--- config.mk ---
export PLATFORM = sky130hd
export DESIGN_NAME = cesd_decode
export DESIGN_NICKNAME = d
export VERILOG_FILES = /design/src/design/cesd_pkg.sv /design/src/design/cesd_decode.sv
export SDC_FILE = /design/constraint.sdc
export NUM_CORES = 1
export LEC_CHECK = 0
export BUFFER_PORTS_ARGS = -buffer_cell sky130_fd_sc_hd__buf_4
export CORE_MARGIN = 10
export CORE_UTILIZATION = 50
export DETAILED_ROUTE_END_ITERATION = 8
export PLACE_DENSITY = 0.83
export SETUP_SLACK_MARGIN = 0.4
export SLEW_MARGIN = 25
export SYNTH_ARGS = -nofsm -noshare
export SYNTH_HDL_FRONTEND = slang
export SYNTH_SLANG_ARGS = --single-unit
--- constraint.sdc ---
create_clock -name vclk -period 2.9
set_input_delay 0 -clock vclk [all_inputs]
set_output_delay 0 -clock vclk [all_outputs]
set_load 0.005 [all_outputs]
--- src/design/cesd_pkg.sv ---
package cesd_pkg;

  // One source character of the capability text.
  typedef struct packed {
    logic [7:0] in_char;
  } item_t;

  // One decoded result beat.
  typedef struct packed {
    logic [7:0] out_byte;
    logic       byte_valid;
    logic [1:0] error_code;
    logic       field_end;
    logic       comma_missing;
  } result_t;

  typedef enum logic [1:0] {
    ERR_NONE      = 2'd0,
    ERR_NO_EQUALS = 2'd1,
    ERR_BAD_CARET = 2'd2,
    ERR_TOO_LONG  = 2'd3
  } err_e;

  typedef enum logic [2:0] {
    MODE_EQ    = 3'd0,
    MODE_BODY  = 3'd1,
    MODE_CARET = 3'd2,
    MODE_BSL   = 3'd3,
    MODE_SKIP  = 3'd4,
    MODE_SKESC = 3'd5
  } mode_e;

  // Decision for one character: next parser mode, count update, result.
  typedef struct packed {
    mode_e   mode_nxt;
    logic    cnt_clr;
    logic    cnt_inc;
    logic    has_result;
    result_t res;
  } step_t;

endpackage

--- src/design/cesd_decode.sv ---
module cesd_decode (
  input  cesd_pkg::mode_e mode_i,
  input  logic            at_limit_i,
  input  logic [7:0]      char_i,
  output cesd_pkg::step_t step_o
);

  import cesd_pkg::*;

  localparam logic [7:0] ChNul   = 8'h00;
  localparam logic [7:0] ChEq    = 8'h3D;
  localparam logic [7:0] ChComma = 8'h2C;
  localparam logic [7:0] ChCaret = 8'h5E;
  localparam logic [7:0] ChBsl   = 8'h5C;
  localparam logic [7:0] ChSpace = 8'h20;

  function automatic logic [7:0] escape_map(input logic [7:0] c);
    logic [7:0] b;
    case (c)
      8'h45, 8'h65: b = 8'h1B;  // E, e
      8'h6E, 8'h6C: b = 8'h0A;  // n, l
      8'h72:        b = 8'h0D;  // r
      8'h74:        b = 8'h09;  // t
      8'h62:        b = 8'h08;  // b
      8'h66:        b = 8'h0C;  // f
      8'h73:        b = 8'h20;  // s
      8'h30:        b = 8'h40;  // 0
      default:      b = c;
    endcase
    return b;
  endfunction

  logic       is_blank;
  logic       caret_ok;
  logic       do_emit;
  logic       do_skip;
  logic [7:0] emit_byte;
  step_t      s;

  assign is_blank = (char_i == ChSpace) || ((char_i >= 8'h09) && (char_i <= 8'h0D));
  assign caret_ok = (char_i[7:5] == 3'b010);

  always_comb begin
    s           = '0;
    s.mode_nxt  = mode_i;
    do_emit     = 1'b0;
    do_skip     = 1'b0;
    emit_byte   = char_i;

    unique case (mode_i)
      MODE_EQ: begin
        if (char_i == ChEq) begin
          s.mode_nxt = MODE_BODY;
          s.cnt_clr  = 1'b1;
        end else begin
          s.res.error_code = ERR_NO_EQUALS;
          do_skip          = 1'b1;
        end
      end
      MODE_BODY: begin
        if (char_i == ChNul || char_i == ChComma) begin
          s.res.field_end     = 1'b1;
          s.res.comma_missing = (char_i == ChNul);
          s.mode_nxt          = MODE_EQ;
          s.cnt_clr           = 1'b1;
        end else if (char_i == ChCaret) begin
          s.mode_nxt = MODE_CARET;
        end else if (char_i == ChBsl) begin
          s.mode_nxt = MODE_BSL;
        end else if (!is_blank) begin
          do_emit = 1'b1;
        end
      end
      MODE_CARET: begin
        if (caret_ok) begin
          do_emit   = 1'b1;
          emit_byte = {3'b000, char_i[4:0]};
        end else begin
          s.res.error_code = ERR_BAD_CARET;
          do_skip          = 1'b1;
        end
      end
      MODE_BSL: begin
        if (char_i == ChNul) begin
          s.res.field_end     = 1'b1;
          s.res.comma_missing = 1'b1;
          s.mode_nxt          = MODE_EQ;
          s.cnt_clr           = 1'b1;
        end else begin
          do_emit   = 1'b1;
          emit_byte = escape_map(char_i);
        end
      end
      MODE_SKESC: begin
        if (char_i == ChNul) begin
          s.res.field_end     = 1'b1;
          s.res.comma_missing = 1'b1;
          s.mode_nxt          = MODE_EQ;
          s.cnt_clr           = 1'b1;
        end else begin
          s.mode_nxt = MODE_SKIP;
        end
      end
      default: begin
        do_skip = 1'b1;
      end
    endcase

    // Skipping starts with the current character still unconsumed.
    if (do_skip) begin
      if (char_i == ChNul || char_i == ChComma) begin
        s.res.field_end     = 1'b1;
        s.res.comma_missing = (char_i == ChNul);
        s.mode_nxt          = MODE_EQ;
        s.cnt_clr           = 1'b1;
      end else if (char_i == ChBsl) begin
        s.mode_nxt = MODE_SKESC;
      end else begin
        s.mode_nxt = MODE_SKIP;
      end
    end

    if (do_emit) begin
      if (at_limit_i) begin
        s.res.error_code = ERR_TOO_LONG;
        s.mode_nxt       = MODE_SKIP;
      end else begin
        s.res.out_byte   = emit_byte;
        s.res.byte_valid = 1'b1;
        s.cnt_inc        = 1'b1;
        s.mode_nxt       = MODE_BODY;
      end
    end

    s.has_result = s.res.byte_valid || (s.res.error_code != ERR_NONE) || s.res.field_end;
  end

  assign step_o = s;

endmodule
==> results.ini <==
[outcome]
status = finished, final reports clean

[sta]
drv_slew = 0
rsz0062_at_grt = no
tightest_slew_ns = 0.6012
setup_violations = 0
finalCritPeriodShare_pct = 72.28
period_needed_ns = 2.096
fin_setup_tns_ns = 0
fmax_mhz = 477.1
relSlewSlack_pct = 59.49
setup_ws_ns = 0.8039
hold_viol_final = 0

[global_routing]
grt_overflow = 0
grt_max_degree = 22
grt_antenna_before_repair = 0
grtUsageTotal_pct = 13.34
grt_pass1_wl_um = 4160
grt_pass1_vias = 906

[routing]
via_per_inst = 6.392
drc_errors = 0
ant_nets = 0
vias = 1010
first_iter_violations = 50
drtPass1Iterations = 4
wire_per_inst_um = 15.84
routed_wl_um = 2503

[floorplan]
die_w_um = 58.88
num_rows = 13
io_pins = 31
die_area_um2 = 3466
die_y_um = 58.88
initial_core_util_pct = 55.31
fp.coreArea_um2 = 1366

[finish]
clock_buffers = 0
drive_gt1_share_pct = 27.27
layout.cells.non_filler = 158
area_growth_pct = 26.66
design.seq.count = 0
nNetsFinal = 157
regArea_um2 = 0
utilization_pct = 70.05
diodes = 0
fillCellCount = 132

[logic_synthesis]
synth.avg_cell_area_um2 = 6.095
syn_area_um2 = 755.7
synthCells = 124
ys_warn_count = 0
mappedNetlistNets = 136
yosysSeqAreaShare_pct = 0
synth_cell_types = 42

[worst_setup_path]
end_kind = output port
path_max_fanout = 11
critPathKind = input pin to output port
cp_cell_sequence = buf_4 -> or4_1 -> nor2_1 -> nand2_1 -> inv_2 -> o21ai_0 -> a32oi_4 -> a21boi_2 -> buf_4
worst_ep_required_time_ns = 2.90
worst_path_most_repeated_cell = buf_4
crit_arrival_ns = 2.10
crit_start = char_i[2]
crit_slowest_cell = or4_1
critPathMaxStageDelay_ns = 0.54
cp-start-kind = input pin

[placed_design]
post-dp-hpwl_um = 1981
place_inst = 158
io_buffers = 31
dp_worst_setup_slack_ns = 0.8340
gp_congestion = 0.9046

[power_and_ir_drop]
ir_drop_v = 0.00008188
power_leakage_nw = 0.3922
power.density_nw_per_um2 = 117.9

[min_path]
min_from = at_limit_i
holdPathEnd = step_o[16]
hp-class = input pin to output port
hold-path-cell-count = 3

[clock_tree]
postCtsSetupBuffers = 0
cts_resized = 0
hold_buffers = 0

[job]
maxCapViolations = 0

stage by stage:
step                total power, mW  cell area (um^2)  hold slack [ns]
finish                       0.1129             957.2           0.2768
global route                 0.1242             957.2           0.3031
CTS                          0.1126             957.2           0.2800
detailed placement           0.1123             957.2           0.2798
global placement             0.1100             957.2           0.2780
floorplan                   0.06707             755.7          0.05525
synthesized netlist by cell type (2+ instances only):
cell / n / area, um^2
nor2_1: 13 / 48.80
nand2_1: 10 / 37.54
clkbuf_1: 9 / 33.78
a21oi_1: 8 / 40.04
nand2b_1: 7 / 43.79
inv_1: 6 / 22.52
nand3_1: 6 / 30.03
o21ai_0: 6 / 30.03
nor4_1: 5 / 31.28
a211oi_1: 4 / 30.03
a31oi_1: 4 / 25.02
nor3b_1: 4 / 30.03
nand4b_1: 3 / 26.28
nor3_1: 3 / 15.01
nand3b_1: 2 / 15.01
nand4_1: 2 / 12.51
nor2b_1: 2 / 12.51
o32ai_1: 2 / 17.52
o41ai_1: 2 / 17.52
or2_2: 2 / 12.51
or3_1: 2 / 12.51
or4_1: 2 / 15.01
layout make-up:
type	count	area, um^2	area share, %
inverter	7	26.28	2.745
multi-input combinational	105	679.4	70.98
tap	15	18.77	1.961
timing repair buffer	31	232.7	24.31
critical path: cells and delay by family:
family                 cells  cell delay (ns)
AOI/OAI and AO/OA          3             0.85
and+or+nand+nor            3             0.88
buffers and inverters      3             0.36
power breakdown:
group | total (mW) | leakage [nW] | internal, mW | switching, mW
Sequential | 0 | 0 | 0 | 0
Combinational | 0.113 | 0.392 | 0.0508 | 0.0621
Clock | 0 | 0 | 0 | 0
layer usage:
layer	wire, um	global-route usage (%)
met1	1166	17.78
met2	1123	22.82
met3	213	2.361
met4	0	0
met5	0	0
worst max-delay path by stage:
stage | end | slack [ns] | cells after the start
finish | step_o[18] | 0.80 | 9
CTS | step_o[18] | 0.83 | 7
detailed placement | step_o[18] | 0.83 | 7
global placement | step_o[18] | 0.86 | 7
floorplan | step_o[14] | 1.17 | 6
global route | step_o[16] | 0.66 | 9
placed cells by master (no fill, tap or decap), types with 2 or more instances in the layout:
master and n:
nor2b_1 2, nor3b_1 4, a31oi_1 4, nand2_1 10
nor2_1 13, or3_1 2, a211oi_1 4, o21ai_0 6
nand2b_1 7, nor4_1 5, nand3b_1 2, o32ai_1 2
o41ai_1 2, buf_4 31, nand3_1 6, inv_1 6
nand4b_1 3, nor3_1 3, nand4_1 2, or2_2 2
a21oi_1 8, or4_1 2
cells by family (layout without fill, tap and decap cells):
| group | Yosys count | after routing | synth area share, % |
|---|---|---|---|
| AOI/OAI and AO/OA | 37 | 37 | 37.42 |
| buffers and inverters | 19 | 38 | 10.10 |
| muxes | 2 | 2 | 3.311 |
| and+or+nand+nor | 66 | 66 | 49.17 |
No activity file was read; power rests on OpenSTA's default activity.
